==> config.mk <==
export PLATFORM = sky130hd
export DESIGN_NAME = sctp_congestion_window_update
export DESIGN_NICKNAME = d
export VERILOG_FILES = /design/src/rtl/core/scwu_pkg.sv /design/src/rtl/core/scwu_calc.sv /design/src/rtl/core/scwu_store.sv /design/src/rtl/core/sctp_congestion_window_update.sv
export SDC_FILE = /design/constraint.sdc
export NUM_CORES = 2
export LEC_CHECK = 0
export ABC_AREA = 1
export BUFFER_PORTS_ARGS = -buffer_cell sky130_fd_sc_hd__buf_2
export CAP_MARGIN = 20
export CORE_ASPECT_RATIO = 1.75
export CORE_UTILIZATION = 60
export CTS_CLUSTER_SIZE = 12
export DETAILED_ROUTE_END_ITERATION = 10
export HOLD_SLACK_MARGIN = 0.02
export PLACE_DENSITY = 0.83
export SLEW_MARGIN = 30
export SYNTH_ARGS = -nofsm -noshare
export SYNTH_HDL_FRONTEND = slang
export SYNTH_HIERARCHICAL = 1
export SYNTH_SLANG_ARGS = --single-unit
==> constraint.sdc <==
create_clock -name clk_i -period 11.34 [get_ports clk_i]
set_clock_uncertainty 0.05 [all_clocks]
set_input_delay 2.268 -clock clk_i [delete_from_list [all_inputs] [get_ports clk_i]]
set_output_delay 2.268 -clock clk_i [all_outputs]
set_load 0.1 [all_outputs]
==> src/rtl/core/scwu_pkg.sv <==
`timescale 1ns / 1ps
// ----------------------------------------------------------------------------
// scwu_pkg: shared types and constants of the congestion window block
// event, entry and recovery records, command codes and reset values
// ----------------------------------------------------------------------------
package scwu_pkg;

  localparam logic [2:0] CMD_SETUP       = 3'd0;
  localparam logic [2:0] CMD_IDLE_DECAY  = 3'd1;
  localparam logic [2:0] CMD_RTO         = 3'd2;
  localparam logic [2:0] CMD_SACK_SLOW   = 3'd3;
  localparam logic [2:0] CMD_SACK_AVOID  = 3'd4;
  localparam logic [2:0] CMD_FAST_RETX   = 3'd5;
  localparam logic [2:0] CMD_EXIT_RECOV  = 3'd6;

  localparam logic [15:0] FLOOR_RESET = 16'd4389;

  localparam int unsigned IN_DATA_W  = 200;
  localparam int unsigned OUT_DATA_W = 136;

  typedef struct packed {
    logic [2:0]  command;
    logic [2:0]  dest;
    logic [15:0] mtu;
    logic [31:0] rwnd;
    logic [31:0] acked;
    logic [31:0] out_sack;
    logic [31:0] out_now;
    logic [15:0] chunks;
    logic [31:0] htsn;
  } event_t;

  typedef struct packed {
    logic [31:0] cwnd;
    logic [31:0] ssthresh;
    logic [31:0] partial;
  } entry_t;

  typedef struct packed {
    logic        valid;
    logic [31:0] point;
  } recov_t;

  typedef struct packed {
    logic [2:0] dest;
    entry_t     entry;
    recov_t     recov;
  } result_t;

endpackage

==> src/rtl/core/scwu_calc.sv <==
`timescale 1ns / 1ps
// ----------------------------------------------------------------------------
// scwu_calc: next-state logic for one event
// computes the updated destination entry and association recovery state
// ----------------------------------------------------------------------------
module scwu_calc (
  input  scwu_pkg::event_t evt_i,
  input  logic             present_i,
  input  scwu_pkg::entry_t entry_i,
  input  scwu_pkg::recov_t recov_i,
  input  logic [15:0]      floor_i,
  output scwu_pkg::entry_t entry_o,
  output scwu_pkg::recov_t recov_o
);

  logic [31:0] mtu32, two_mtu, four_mtu, floor32, hi_term, init_win, halved;
  logic [31:0] ss_inc, ss_sum, pa_acc, cw_grow, pa_left;
  logic [32:0] ss_raw, pa_raw, cw_raw;
  logic        grow;

  assign mtu32    = {16'd0, evt_i.mtu};
  assign two_mtu  = {15'd0, evt_i.mtu, 1'b0};
  assign four_mtu = {14'd0, evt_i.mtu, 2'b0};
  assign floor32  = {16'd0, floor_i};

  assign hi_term  = (two_mtu > floor32) ? two_mtu : floor32;
  assign init_win = (four_mtu < hi_term) ? four_mtu : hi_term;
  assign halved   = ((entry_i.cwnd >> 1) > four_mtu) ? (entry_i.cwnd >> 1) : four_mtu;

  // slow start growth, saturating
  assign ss_inc = (evt_i.acked < mtu32) ? evt_i.acked : mtu32;
  assign ss_raw = {1'b0, entry_i.cwnd} + {1'b0, ss_inc};
  assign ss_sum = ss_raw[32] ? '1 : ss_raw[31:0];

  // congestion avoidance
  assign pa_raw  = {1'b0, entry_i.partial} + {1'b0, evt_i.acked};
  assign pa_acc  = pa_raw[32] ? '1 : pa_raw[31:0];
  assign grow    = (pa_acc >= entry_i.cwnd) && (evt_i.out_sack >= entry_i.cwnd);
  assign cw_raw  = {1'b0, entry_i.cwnd} + {1'b0, mtu32};
  assign cw_grow = cw_raw[32] ? '1 : cw_raw[31:0];
  assign pa_left = (pa_acc > cw_grow) ? (pa_acc - cw_grow) : '0;

  always_comb begin
    entry_o = entry_i;
    recov_o = recov_i;
    if (evt_i.command == scwu_pkg::CMD_EXIT_RECOV) begin
      recov_o = '0;
    end else if (present_i) begin
      case (evt_i.command)
        scwu_pkg::CMD_SETUP: begin
          entry_o.cwnd     = init_win;
          entry_o.ssthresh = evt_i.rwnd;
        end
        scwu_pkg::CMD_IDLE_DECAY: begin
          entry_o.cwnd = init_win;
        end
        scwu_pkg::CMD_RTO: begin
          entry_o.ssthresh = halved;
          entry_o.cwnd     = mtu32;
        end
        scwu_pkg::CMD_SACK_SLOW: begin
          if (entry_i.cwnd <= entry_i.ssthresh) begin
            entry_o.cwnd = ss_sum;
          end
        end
        scwu_pkg::CMD_SACK_AVOID: begin
          if (entry_i.cwnd > entry_i.ssthresh && evt_i.chunks != '0) begin
            if (grow) begin
              entry_o.cwnd    = cw_grow;
              entry_o.partial = pa_left;
            end else begin
              entry_o.partial = pa_acc;
            end
          end
          if (evt_i.out_now == '0) begin
            entry_o.partial = '0;
          end
        end
        scwu_pkg::CMD_FAST_RETX: begin
          // halve once per recovery episode
          if (!recov_i.valid) begin
            entry_o.ssthresh = halved;
            if (entry_i.cwnd > halved) begin
              entry_o.cwnd = halved;
            end
            recov_o.valid = 1'b1;
            recov_o.point = evt_i.htsn;
          end
        end
        default: begin
        end
      endcase
    end
  end

endmodule

==> src/rtl/core/scwu_store.sv <==
`timescale 1ns / 1ps
// ----------------------------------------------------------------------------
// scwu_store: per-destination window state and association recovery point
// register file with a single shared read and write address, cleared at reset
// ----------------------------------------------------------------------------
module scwu_store #(
  parameter int unsigned DESTS = 8
) (
  input  logic             clk_i,
  input  logic             rst_ni,
  input  logic [2:0]       dest_i,
  input  logic             we_i,
  input  scwu_pkg::entry_t entry_i,
  input  scwu_pkg::recov_t recov_i,
  output logic             present_o,
  output scwu_pkg::entry_t entry_o,
  output scwu_pkg::recov_t recov_o
);

  // only eight entries are reachable through the 3-bit index
  localparam int unsigned ENTRIES = (DESTS < 8) ? DESTS : 8;
  localparam int unsigned IDX_W   = (ENTRIES > 1) ? $clog2(ENTRIES) : 1;
  localparam logic [3:0]  ENT_CNT = 4'(ENTRIES);

  scwu_pkg::entry_t entry_q [ENTRIES];
  scwu_pkg::recov_t recov_q;
  logic [IDX_W-1:0] idx;

  assign idx       = dest_i[IDX_W-1:0];
  assign present_o = {1'b0, dest_i} < ENT_CNT;
  assign entry_o   = present_o ? entry_q[idx] : '0;
  assign recov_o   = recov_q;

  always_ff @(posedge clk_i or negedge rst_ni) begin
    if (!rst_ni) begin
      for (int i = 0; i < ENTRIES; i++) begin
        entry_q[i] <= '0;
      end
      recov_q <= '0;
    end else if (we_i) begin
      if (present_o) begin
        entry_q[idx] <= entry_i;
      end
      recov_q <= recov_i;
    end
  end

endmodule

==> src/rtl/core/sctp_congestion_window_update.sv <==
`timescale 1ns / 1ps
// ----------------------------------------------------------------------------
// sctp_congestion_window_update: per-destination sctp congestion control
// keeps cwnd, ssthresh and partial bytes acked per destination plus one
// association fast-recovery point, updated by one event per word
// ----------------------------------------------------------------------------
// One event word is taken per clock while the result side is not stalled and
// gives exactly one result word. An event is held in the input register, then
// a single pass through the window update logic writes the destination entry
// and loads the result register, which presents the result word. The
// read-modify-write of the destination register file in that one pass sets
// the rate; an event may use the entry written by the one just before it.
// Destination indexes at or above DESTS report a zero entry and leave their
// entry alone. initial_window_floor is written through cfg_we_i / cfg_wdata_i.
module sctp_congestion_window_update #(
  parameter int unsigned DESTS = 8
) (
  input  logic                              clk_i,
  input  logic                              rst_ni,
  input  logic                              cfg_we_i,
  input  logic [15:0]                       cfg_wdata_i,
  input  logic                              s_axis_tvalid,
  output logic                              s_axis_tready,
  // dest_index, mtu, peer_rwnd, bytes_acked, outstanding_at_sack,
  // outstanding_now, cumack_chunks, highest_tsn, zero pad
  input  logic [scwu_pkg::IN_DATA_W-1:0]    s_axis_tdata,
  // command
  input  logic [2:0]                        s_axis_tuser,
  output logic                              m_axis_tvalid,
  input  logic                              m_axis_tready,
  // dest_out, cwnd_out, ssthresh_out, partial_acked_out, in_recovery,
  // recovery_point_out, zero pad
  output logic [scwu_pkg::OUT_DATA_W-1:0]   m_axis_tdata
);

  logic [15:0]       floor_q;
  logic              in_v_q, out_v_q, advance;
  scwu_pkg::event_t  evt_q, evt_d;
  scwu_pkg::result_t res_q, res_d;
  scwu_pkg::entry_t  cur_entry, new_entry;
  scwu_pkg::recov_t  cur_recov, new_recov;
  logic              present;

  assign evt_d.command  = s_axis_tuser;
  assign evt_d.dest     = s_axis_tdata[2:0];
  assign evt_d.mtu      = s_axis_tdata[18:3];
  assign evt_d.rwnd     = s_axis_tdata[50:19];
  assign evt_d.acked    = s_axis_tdata[82:51];
  assign evt_d.out_sack = s_axis_tdata[114:83];
  assign evt_d.out_now  = s_axis_tdata[146:115];
  assign evt_d.chunks   = s_axis_tdata[162:147];
  assign evt_d.htsn     = s_axis_tdata[194:163];

  assign advance       = in_v_q && (!out_v_q || m_axis_tready);
  assign s_axis_tready = !in_v_q || advance;

  always_ff @(posedge clk_i or negedge rst_ni) begin
    if (!rst_ni) begin
      floor_q <= scwu_pkg::FLOOR_RESET;
    end else if (cfg_we_i) begin
      floor_q <= cfg_wdata_i;
    end
  end

  always_ff @(posedge clk_i or negedge rst_ni) begin
    if (!rst_ni) begin
      in_v_q  <= 1'b0;
      out_v_q <= 1'b0;
    end else begin
      if (s_axis_tready) begin
        in_v_q <= s_axis_tvalid;
      end
      if (advance) begin
        out_v_q <= 1'b1;
      end else if (m_axis_tready) begin
        out_v_q <= 1'b0;
      end
    end
  end

  always_ff @(posedge clk_i) begin
    if (s_axis_tvalid && s_axis_tready) begin
      evt_q <= evt_d;
    end
    if (advance) begin
      res_q <= res_d;
    end
  end

  scwu_store #(
    .DESTS(DESTS)
  ) u_store (
    .clk_i    (clk_i),
    .rst_ni   (rst_ni),
    .dest_i   (evt_q.dest),
    .we_i     (advance),
    .entry_i  (new_entry),
    .recov_i  (new_recov),
    .present_o(present),
    .entry_o  (cur_entry),
    .recov_o  (cur_recov)
  );

  scwu_calc u_calc (
    .evt_i    (evt_q),
    .present_i(present),
    .entry_i  (cur_entry),
    .recov_i  (cur_recov),
    .floor_i  (floor_q),
    .entry_o  (new_entry),
    .recov_o  (new_recov)
  );

  always_comb begin
    res_d.dest  = evt_q.dest;
    res_d.entry = present ? new_entry : '0;
    res_d.recov = new_recov;
  end

  assign m_axis_tvalid = out_v_q;
  assign m_axis_tdata  = {4'd0, res_q.recov.point, res_q.recov.valid,
                          res_q.entry.partial, res_q.entry.ssthresh,
                          res_q.entry.cwnd, res_q.dest};

  // recovery point is only meaningful while recovery is active
  a_point_clear: assert property (@(posedge clk_i) disable iff (!rst_ni)
    !cur_recov.valid |-> cur_recov.point == '0)
    else $error("recovery point set outside recovery");

  a_result_loaded: assert property (@(posedge clk_i) disable iff (!rst_ni)
    advance |=> out_v_q)
    else $error("processed word did not reach result register");

  a_exit_clears: assert property (@(posedge clk_i) disable iff (!rst_ni)
    advance && evt_q.command == scwu_pkg::CMD_EXIT_RECOV |=> !cur_recov.valid)
    else $error("exit recovery left recovery active");

  a_input_held: assert property (@(posedge clk_i) disable iff (!rst_ni)
    in_v_q && !advance |=> in_v_q && $stable(evt_q))
    else $error("stalled input word lost");

endmodule

==> impl_metrics.ini <==
[status]
outcome = completed

[clock_tree]
clock_sinks = 1149
h-tree-depth = 3
clk_path_buf_depth = 3
numCtsBuffers = 110
cts_setup_buffers = 0
cts_resized = 0
cts_tree = built
clk_pin_slew_ps = 60
cts_root_buffer = clkbuf_16
clock_latency_ps = 790
hold_buffers = 0

[timing]
fin_crit_sh_pct = 78.7
tightest_slew_ps = 1210
rsz0062_at_grt = false
min_period_ps = 8930
holdWs_ps = 424
slew_violations = 0
max-slew-margin-rel_pct = 19.6
setup_violations = 0
tns_ps = 0
max_freq_mhz = 112
hold_viol = 0

[drt]
wl_met3_um = 25800
viasPerCell = 5.90
dr_total_vias = 62400
drc = 0
wl_met2_um = 104000
top_layer = met5
drt_first_pass_iters = 8
wl_met1_um = 78600
drt_iter0_drc = 7552
drt.antenna.violating_nets = 0
wl_per_cell_um = 21.7
routed_wl_um = 230000

[power_and_ir_drop]
ir_drop_mv = 0.200
p_per_area_nw_per_um2 = 219
p_leak_nw = 36.5

[critical_path]
critical_path.max_fanout = 159
slowest_delay_ps = 670
crit_path_end = u_store/entry_q[103]
reg2reg_depth = 32
worstPathArrival_ps = 9550
regToRegSetupSlack_ps = 2410
cp_slowest_cell = ha_1
startpoint_type = flip-flop
cp-end-kind = flip-flop
critPathMostFrequentCell = nand2_1
critPathLaunch = evt_q[192]
r2r_start = evt_q[192]
r2r-end = u_store/entry_q[103]
worstSetupPathType = flip-flop to flip-flop
crit_required_ps = 11960

[synth]
yosys_warnings = 6
syn_inst = 8872
synth_common_cells = 3364 x nand2_1, 1056 x inv_1, 814 x dfrtp_1
syn_area_per_cell_um2 = 7.47
yosysTopAreaCell = dfrtp_1
synth-seq-cells = 1149
ys_top_cells_by_area = dfrtp_1 31%, nand2_1 19%, edfxtp_1 15%
synth_most_common_cell = nand2_1
synth_area_um2 = 66300
synth-edff-count = 330
synth_cell_types = 65
synth-main-ff-cell = dfrtp_1
yosysSeqAreaShare_pct = 45.9
async_reset_ff_share_pct = 71.3
synth_top_area_share_pct = 30.7

[final_layout]
drive_above_1_share_pct = 8.08
fin_nets = 9563
area_growth_pct = 9.06
fillCellCount = 9005

[floorplanning]
die_x_um = 253
initial_core_util_pct = 60.7
die_area_um2 = 112000
coreArea_um2 = 109000
dieHeight_um = 442
row_count = 160
num_io_pins = 362

[global_routing]
grt_max_degree = 185
antenna_found_initial = 16
grt_pass1_wl_um = 342000
grt-ovfl-total = 0
track_usage_pct = 41.0
grt_pass1_vias = 59300

[flow_run]
drv_cap = 0

[placement]
hpwl_um = 155000
io_buffers = 352
place_congestion = 1.11

[hold_path]
min_path_type = flip-flop to flip-flop
critical path: cells and delay by family (launching register included):
family / cells / cell delay (ps)
AO/OA/AOI/OAI: 5 / 1670
adder cells (fa/ha/maj): 2 / 1100
buffers and inverters: 6 / 1880
flip-flops: 1 / 590
AND/OR/NAND/NOR: 19 / 3030
layout by cell type (no fill, tap or decap), types with 43 or more instances in the layout:
cell and n:
ha_1 298, nor2_1 400, o21ai_0 750, inv_1 1054, buf_4 88, nor3_1 67
a21oi_1 281, o21ai_1 238, clkbuf_16 110, edfxtp_1 330, nand3_1 412, nand2_1 3359
buf_2 351, xor2_1 43, dfrtp_1 814, clkbuf_1 52
per-layer routing:
metal  global-route usage, %  vias up
met3                    11.3     1033
met1                    46.7    29000
li1                        -    28500
met5                       0        -
met2                    64.3     3846
met4                    33.9       18
logic make-up after synthesis:
family,Yosys count,synth area share (%)
other,3,0.0170
buffers and inverters,1509,9.27
AO/OA/AOI/OAI,1423,11.4
AND/OR/NAND/NOR,4414,26.7
XOR/XNOR,72,0.952
flip-flops,1149,45.9
adder cells (fa/ha/maj),302,5.75
worst min-delay path by stage:
stage	from	to	slack [ps]	cells past startpoint
after floorplan	evt_q[192]	m_axis_tdata[0]	380	0
after global placement	u_store/recov_o[30]	u_store/recov_o[30]	400	2
after detailed placement	u_store/recov_o[26]	u_store/recov_o[26]	410	2
after CTS	u_store/recov_o[16]	u_store/recov_o[16]	430	2
after global routing	u_store/recov_o[21]	u_store/recov_o[21]	450	2
final	u_store/recov_o[31]	u_store/recov_o[31]	420	2
cell type report:
| class | count | area (um2) | share of cell area, % |
|---|---|---|---|
| Inverter | 1090 | 4120 | 5.71 |
| Antenna cell | 11 | 27.5 | 0.0381 |
| Multi-Input combinational cell | 6232 | 29900 | 41.4 |
| Clock inverter | 15 | 293 | 0.405 |
| Sequential cell | 1149 | 30400 | 42.1 |
| Clock buffer | 167 | 3020 | 4.17 |
| Tap cell | 1458 | 1820 | 2.52 |
| Timing Repair Buffer | 454 | 2680 | 3.71 |
power breakdown:
| group | internal [W] | total, W | switching, W |
|---|---|---|---|
| sequential | 0.00527 | 0.00578 | 0.000508 |
| combinational | 0.00189 | 0.00656 | 0.00467 |
| clock | 0.00190 | 0.00351 | 0.00161 |
registers in the layout, indices dropped and copies added (netlist names):
signal / flops
evt_q: 198
m_axis_tvalid: 1
m_axis_tdata: 132
u_store/recov_o: 33
in_v_q: 1
floor_q: 16
u_store/entry_q: 768
stage by stage:
| step | instances | utilization [%] | instance area (um2) | total power, W | worst slack (ps) |
|---|---|---|---|---|---|
| 5_1_grt | 10600 | 66.2 | 72200 | 0.0167 | 2060 |
| 3_5_place_dp | 10400 | 63.1 | 68800 | 0.0121 | 2730 |
| 2_1_floorplan | 8890 | - | 66300 | 0.0101 | 896 |
| 6_report | 10600 | 66.2 | 72300 | 0.0158 | 2410 |
| 4_1_cts | 10600 | 66.1 | 72200 | 0.0156 | 2720 |
| 3_3_place_gp | 10400 | 63.1 | 68800 | 0.0119 | 2600 |
Power figures use the tool's default switching activity.
